--- config.mk ---
export PLATFORM = sky130hd
export DESIGN_NAME = hts_hum_div
export DESIGN_NICKNAME = d
export VERILOG_FILES = /design/src/hw/rtl/hts_pkg.sv /design/src/hw/rtl/hts_hum_div.sv
export VERILOG_INCLUDE_DIRS = /design/src /design/src/hw/rtl
export SDC_FILE = /design/constraint.sdc
export NUM_CORES = 1
export LEC_CHECK = 0
export ABC_AREA = 1
export BUFFER_PORTS_ARGS = -buffer_cell sky130_fd_sc_hd__buf_2
export CAP_MARGIN = 20
export CORE_MARGIN = 5
export CORE_UTILIZATION = 37
export DETAILED_ROUTE_END_ITERATION = 8
export GPL_TIMING_DRIVEN = 0
export SYNTH_ARGS = -nofsm -noshare
export SYNTH_HDL_FRONTEND = slang
export SYNTH_SLANG_ARGS = --single-unit
--- constraint.sdc ---
create_clock -name clk -period 6.5 [get_ports clk]
set_clock_uncertainty 0.1 [all_clocks]
set_input_delay 0.325 -clock clk [delete_from_list [all_inputs] [get_ports clk]]
set_output_delay 0.325 -clock clk [all_outputs]
set_load 0.005 [all_outputs]
--- src/hw/rtl/assert_macros.svh ---
// ----------------------------------------------------------------------------
// assert_macros.svh
// Concurrent assertion shorthands, clocked on rising edge, async reset aware.
// ----------------------------------------------------------------------------
`ifndef ASSERT_MACROS_SVH
`define ASSERT_MACROS_SVH

// same-cycle implication
`define ASSERT_IMPLY(label, clk, rst_n, ante, cons, msg) \
	label: assert property (@(posedge clk) disable iff (!rst_n) (ante) |-> (cons)) \
		else $error(msg);

// next-cycle implication
`define ASSERT_NEXT(label, clk, rst_n, ante, cons, msg) \
	label: assert property (@(posedge clk) disable iff (!rst_n) (ante) |=> (cons)) \
		else $error(msg);

`endif

--- src/hw/rtl/hts_pkg.sv ---
// ----------------------------------------------------------------------------
// hts_pkg
// Shared constants and types of the humidity/temperature conversion block.
// ----------------------------------------------------------------------------
`timescale 1ns / 1ps

package hts_pkg;

	localparam int TICK_W = 16;
	localparam int TEMP_W = 13;
	localparam int HUM_W  = 10;
	localparam int SUM_W  = 40;
	localparam int U_W    = 24;
	localparam int RCP_W  = 21;
	localparam int PROD_W = U_W + RCP_W;
	localparam int RCP_SH = 34;
	localparam int CFG_IDX_W  = 8;
	localparam int CFG_DATA_W = 16;

	// register indexes
	localparam logic [CFG_IDX_W-1:0] REG_TEMP_LOW  = 8'd0;
	localparam logic [CFG_IDX_W-1:0] REG_TEMP_HIGH = 8'd1;
	localparam logic [CFG_IDX_W-1:0] REG_HUM_LOW   = 8'd2;
	localparam logic [CFG_IDX_W-1:0] REG_HUM_HIGH  = 8'd3;

	localparam logic [TICK_W-1:0] VALID_T_TICKS = 16'd4300;
	localparam logic [TICK_W-1:0] T_OFFSET      = 16'd4200;
	localparam logic signed [TICK_W:0] T_REF    = 17'sd6700;
	localparam logic [19:0] RH_LIN_BASE          = 20'd1000;
	localparam logic [34:0] LIN_COEF             = 35'd405000;
	localparam logic [31:0] DIV10_RCP            = 32'd52429;
	localparam int          DIV10_SH             = 19;
	localparam logic signed [SUM_W-1:0] HUM_OFS  = 40'sd40000000;
	localparam logic signed [SUM_W-1:0] HUM_MAX  = 40'sd1000000000;
	localparam logic signed [SUM_W-1:0] HUM_MIN  = 40'sd1000000;
	// 1e6 = 64 * 15625; the 64 is taken off by a shift
	localparam int          PRE_SH              = 6;
	localparam logic [RCP_W-1:0] DIV_RCP        = 21'd1099511;
	localparam logic [U_W-1:0]   DIV_K          = 24'd15625;

	localparam logic [8:0] TEMP_LOW_RST  = 9'd0;
	localparam logic [8:0] TEMP_HIGH_RST = 9'd50;
	localparam logic [6:0] HUM_LOW_RST   = 7'd0;
	localparam logic [6:0] HUM_HIGH_RST  = 7'd100;

	typedef struct packed {
		logic              reading_ok;
		logic [TEMP_W-1:0] temp_tenths;
	} side_t;

endpackage

--- src/hw/rtl/hts_hum_div.sv ---
// ----------------------------------------------------------------------------
// hts_hum_div
// Clamp of the scaled humidity sum and division by 1e6 to tenths; 3 stages.
// ----------------------------------------------------------------------------
`timescale 1ns / 1ps
`include "assert_macros.svh"

module hts_hum_div (
	input  logic                                clk,
	input  logic                                arst_n,
	input  logic                                in_valid,
	output logic                                in_take,
	input  logic signed [hts_pkg::SUM_W-1:0]    sum,
	input  hts_pkg::side_t                      side_in,
	output logic                                out_valid,
	input  logic                                out_take,
	output logic [hts_pkg::HUM_W-1:0]           hum_tenths,
	output hts_pkg::side_t                      side_out
);

	logic v_d1, v_d2, v_d3;
	logic en_d1, en_d2, en_d3;
	logic [hts_pkg::U_W-1:0]    u_d1, u_d2;
	logic [hts_pkg::PROD_W-1:0] prod_d2;
	logic [hts_pkg::HUM_W-1:0]  q_d3;
	hts_pkg::side_t side_d1, side_d2, side_d3;

	logic signed [hts_pkg::SUM_W-1:0] clamp_c;
	logic [hts_pkg::HUM_W:0]          q0_c;
	logic [hts_pkg::U_W-1:0]          r_c;
	logic [hts_pkg::HUM_W:0]          q_c;

	assign en_d3   = !v_d3 || out_take;
	assign en_d2   = !v_d2 || en_d3;
	assign en_d1   = !v_d1 || en_d2;
	assign in_take = en_d1;

	always_comb begin
		if (sum > hts_pkg::HUM_MAX) begin
			clamp_c = hts_pkg::HUM_MAX;
		end else if (sum < hts_pkg::HUM_MIN) begin
			clamp_c = hts_pkg::HUM_MIN;
		end else begin
			clamp_c = sum;
		end
	end

	assign q0_c = prod_d2[hts_pkg::PROD_W-1:hts_pkg::RCP_SH];
	assign r_c  = u_d2 - hts_pkg::U_W'(q0_c * hts_pkg::DIV_K);
	assign q_c  = (r_c >= hts_pkg::DIV_K) ? q0_c + 1'b1 : q0_c;

	always_ff @(posedge clk or negedge arst_n) begin
		if (!arst_n) begin
			v_d1 <= 1'b0;
			v_d2 <= 1'b0;
			v_d3 <= 1'b0;
		end else begin
			if (en_d1) v_d1 <= in_valid;
			if (en_d2) v_d2 <= v_d1;
			if (en_d3) v_d3 <= v_d2;
		end
	end

	always_ff @(posedge clk) begin
		if (en_d1 && in_valid) begin
			u_d1    <= clamp_c[hts_pkg::PRE_SH+hts_pkg::U_W-1:hts_pkg::PRE_SH];
			side_d1 <= side_in;
		end
		if (en_d2 && v_d1) begin
			u_d2    <= u_d1;
			prod_d2 <= hts_pkg::PROD_W'(u_d1) * hts_pkg::PROD_W'(hts_pkg::DIV_RCP);
			side_d2 <= side_d1;
		end
		if (en_d3 && v_d2) begin
			q_d3    <= q_c[hts_pkg::HUM_W-1:0];
			side_d3 <= side_d2;
		end
	end

	assign out_valid  = v_d3;
	assign hum_tenths = q_d3;
	assign side_out   = side_d3;

	`ASSERT_IMPLY(a_rcp_err, clk, arst_n, v_d2, r_c < (hts_pkg::DIV_K << 1), "quotient off by more than one")
	`ASSERT_NEXT(a_d3_hold, clk, arst_n, v_d3 && !out_take, v_d3 && $stable(q_d3), "stage 3 lost a beat")

endmodule

After elaboration in Yosys (flattened, before gate mapping)
Cells that the tools add are included.
{"block": "word_totals", "regBits": 148, "word_cells": 33, "in_bits": 58, "out_inout_bits": 26}
{"block": "classes", "reduce_logical": 10, "n_lt_le_gt_ge": 3, "n_addsub": 2, "n_mux": 2, "n_mul": 2}
{"cell": "$mul 24x21->45 const B", "count": 1}
{"cell": "$gt 40x31->1 const B", "count": 1}
{"cell": "$lt 40x21->1 const B", "count": 1}
{"cell": "$mux 30", "count": 1}
{"cell": "$ge 24x14->1 const B", "count": 1}
{"cell": "$mul 11x14->24 const B", "count": 1}
{"cell": "$sub 24x24->24", "count": 1}
{"cell": "$add 10x1->10 const B", "count": 1}
{"cell": "$mux 10", "count": 1}
{"cell": "$logic_and 1x1->1", "count": 3}
{"cell": "$logic_not 1->1", "count": 3}
{"cell": "$logic_or 1x1->1", "count": 3}
{"cell": "$reduce_or 2->1", "count": 1}

Depth between registers and ports, before layout
{"block": "depth", "ltp_word": 5, "mapped_depth": 27, "depth_no_buf": 27}

Least setup slack after synthesis
No wires, ideal clock.
{"block": "synth_timing", "kind": "reg-to-reg", "start": "register u_d1[10] (netlist bit)", "end": "register prod_d2[40] (netlist bit) (data pin)", "stages_incl_launch_ff": 24, "synth_period_minus_slack_ns": 5.786, "setup_ns": 0.261, "arrival_ns": 5.425, "t_required_ns": 6.139, "path_buffers": 0, "setup_slack_ns": 0.714, "path_cell_list": "edfxtp_1 ha_1 fa_1 inv_1 fa_1 inv_1 fa_1 inv_1 fa_1 inv_1 fa_1 inv_1 fa_1 inv_1 ha_1 a21oi_1 o21ai_0 a21oi_1 o21ai_0 nand2_1 nand3_1 nand2_1 nand2_1 xor2_1"}
{"block": "synth_between", "elab_chain_cells": 1}
{"element": "from (decl)", "line": "hts_hum_div.sv:23", "source": "logic [hts_pkg::U_W-1:0] u_d1, u_d2;"}
{"element": "from (signal assigned)", "line": "hts_hum_div.sv:66", "source": "u_d1 <= clamp_c[hts_pkg::PRE_SH+hts_pkg::U_W-1:hts_pkg::PRE_SH];"}
{"element": "$mul 24x21->45", "line": "hts_hum_div.sv:71", "source": "prod_d2 <= hts_pkg::PROD_W'(u_d1) * hts_pkg::PROD_W'(hts_pkg::DIV_RCP);"}
{"element": "to (signal assigned)", "line": "hts_hum_div.sv:71"}
{"element": "to (decl)", "line": "hts_hum_div.sv:24", "source": "logic [hts_pkg::PROD_W-1:0] prod_d2;"}
Every way passes these cells.
A chain may end at the register's enable or synchronous reset.

Worst setup path in the final report
{"block": "layout_timing", "start": "register u_d1[18] (netlist bit)", "end": "register prod_d2[44] (netlist bit) (data pin)"}
Same word-level chain as after synthesis.

==> results.yml <==
die:
  pin_count: 84
  dieHeight_um: 231.7
  die_area_um2: 53700
  rows: 81
  fp.dieW_um: 231.7
  core_area_um2: 48750
  start_util: 0.3732
worst_setup_path:
  cp-start-kind: "flop"
  worstPathRequired_ns: 6.56
  crit_family: "adder cells"
  path_buf_inv: 4
  crit_chain: "ha_1 > fa_1 > inv_1 > fa_1 > inv_1 > fa_1 > fa_1 > fa_1 > inv_1 > fa_1 > inv_1 > ha_1 > nand2_1 > nor4_1 > nand4_1 > nand3_1 > a21oi_1 > xnor2_1"
  critPathKind: "flop to flop"
  cpPeakStageDelay_ns: 0.57
  path_max_fanout: 6
  cp.arrival_ns: 6.31
  critical_path.slowest_cell: "edfxtp_1"
  cpMostUsedCell: "fa_1"
  cp-end-kind: "flop"
sta:
  layout_worst_path_cycle_share: 0.9624
  drv_slew: 0
  fmax_ghz: 0.1599
  finalSetupViolCount: 0
  relSlewSlack: 0.4161
  final_hold_viol_count: 0
  worstMarginPinSlew_ns: 0.8749
  period_needed_ns: 6.255
  rsz0062_at_grt: "no"
drt:
  via_per_inst: 4.603
  wl_um: 44460
  drt-initial-drc-count: 811
  routedWlPerCell_um: 15.13
  dr.pass1.iters: 7
  vias: 13528
  drc: 0
  postRouteAntennaNets: 0
global_route:
  overflow: 0
  grt_pass1_wl_um: 72210
  grt_max_degree: 45
  antenna_found_initial: 0
  grt_usage: 0.1686
  grt_pass1_vias: 13841
cells_and_area:
  layout.nets: 2850
  area_growth_pct: 13.85
  final_util: 0.4249
  drive_gt1_frac: 0.1016
logic_synthesis:
  ys.flop_type: "edfxtp_1"
  muxShareOfSynthArea: 0
  yosys_warnings: 0
  synth.most_common_cell: "inv_1"
  synth_common_cells: "inv_1 (681), nand2_1 (318), ha_1 (278)"
  netlist_instances: 2082
  avgSynthCellArea_um2: 8.737
  synth_top_area_frac: 0.2784
  synth-async-reset-ratio: 0.02632
  synth-simple-area-share: 0.1404
  synth_top_family_by_area: "adder cells"
  synth_compound_area_frac: 0.04828
  synth_seq_cells: 114
  synth_fa_ha_area_frac: 0.4696
  syn_area_um2: 18190
  synth_edf_count: 111
  ys_types: 45
  ys_seq_area_frac: 0.1874
  netlist_top_cells_area: "fa_1 (28%), ha_1 (19%), edfxtp_1 (18%)"
  synth_nets: 2671
  synth-xor-area-share: 0.01204
  synth_area_leader_cell: "fa_1"
worst_hold_path:
  hold_class: "input pin to flop"
cts:
  clock_sinks: 114
  cts_buffers: 17
  post_cts_resized: 0
  cts_tree: "built"
  h-tree-depth: 4
  clk-insertion-delay-late_ns: 0.42
  clockRootBuffer: "clkbuf_16"
  clkSlewWorstSetupHoldPaths_ns: 0.06
  clk_path_buf_depth: 2
place:
  portBuffers: 83
  hpwl_um: 37740
  place_congestion: 0.9159
job:
  maxCapViolCount: 0
status:
  status: "finished clean"
## layout make-up
class / instances / area [um^2]
diodes: 1 / 2.502
fillers: 4844 / 28040
flip-flops and latches: 114 / 3408
repair buffers: 160 / 1096
clock buffers: 17 / 425.4
inverters: 686 / 2575
plain buffers: 3 / 12.51
well taps: 664 / 830.8
multi-input cells: 1279 / 12200
clock inverters: 15 / 161.4
## logic make-up after synthesis
family | after synthesis
adder cells (fa/ha/maj) | 531
XOR/XNOR | 25
AND/OR/NAND/NOR | 567
buffers and inverters | 689
flip-flops | 114
AO/OA/AOI/OAI | 156
## per-stage QoR
step	instance area (um^2)	std cells	worst slack [ns]	setup TNS (ns)	hold slack, ns
floorplan	18190	2082	0.7140	0	-0.07059
global placement	19440	2829	0.01756	0	0.02227
detailed placement	19500	2832	-0.009916	-0.009916	0.02770
CTS	20260	2881	0.001216	0	0.01462
global route	20710	2938	0.01585	0	0.04268
finish	20710	2939	0.2446	0	0.02676
## state kept, by name, indices dropped and copies added (netlist names)
name	cells
v_d1	1
side_d2	14
side_d1	14
prod_d2	11
out_valid	1
u_d1	24
side_out	14
hum_tenths	10
u_d2	24
v_d2	1
## layout by cell type (no fill, tap or decap), types with 4 or more instances in the layout
cell	Yosys	routed
nor4_1	13	13
a31oi_1	15	15
nor2_2	11	11
o221ai_1	4	4
o21ai_0	50	50
buf_4	0	57
ha_1	278	278
inv_1	681	680
xor2_1	19	19
a21oi_1	63	62
clkinv_4	0	4
nand3_2	4	4
nand2_2	17	17
fa_1	253	253
nor2_1	91	91
nand4_1	26	26
nand3b_1	6	6
a21o_1	9	9
xnor2_1	6	6
nor3_1	12	12
nand3_1	51	51
nor2_4	4	4
buf_2	1	84
edfxtp_1	111	111
dlygate4sd3_1	0	15
inv_8	0	4
inv_2	4	5
inv_6	0	5
o21a_1	5	5
clkbuf_16	0	17
nand2_1	318	318
## metal layers
| layer | routed length, um | track usage | share of wire |
|---|---|---|---|
| met1 | 20830 | 0.2407 | 0.47 |
| met2 | 21430 | 0.2829 | 0.48 |
| met3 | 1550 | 0.01602 | 0.035 |
| met4 | 646 | 0.03250 | 0.015 |
| met5 | 0 | 0 | 0 |
## final timing paths
check / startpoint / endpoint / slack (ns) / cells past startpoint
max in group asynchronous: arst_n / out_valid$_DFFE_PN0P_ / 6.06 / 2
min: in_valid / v_d1$_DFFE_PN0N_ / 0.03 / 3
min in group asynchronous: arst_n / v_d1$_DFFE_PN0N_ / 0.13 / 2
min reg2reg: side_d1[3]$_DFFE_PP_ / side_d2[3]$_DFFE_PP_ / 0.32 / 0
max reg2reg: u_d1[18]$_SDFFCE_PP1P_ / prod_d2[44]$_DFFE_PP_ / 0.24 / 18
max: u_d1[18]$_SDFFCE_PP1P_ / prod_d2[44]$_DFFE_PP_ / 0.24 / 18
## worst register-to-register path, stage by stage, from the launching register on
cell and delay, ns:
edfxtp_1 0.57, ha_1 0.41, fa_1 0.56, inv_1 0.06, fa_1 0.54, inv_1 0.06
fa_1 0.52, fa_1 0.44, fa_1 0.54, inv_1 0.05, fa_1 0.52, inv_1 0.04
ha_1 0.33, nand2_1 0.08, nor4_1 0.57, nand4_1 0.16, nand3_1 0.19, a21oi_1 0.12
xnor2_1 0.14
## what timing repair did
item                                    4_1_cts  5_1_grt
hold buffers                                 15        0
endpoints found under the setup margin        1       11
buffers inserted                              2       57
hold endpoints to repair                     17        0
Power is not shown: default switching activity piles up to over one toggle a cycle in this logic, so the estimate is an artifact.
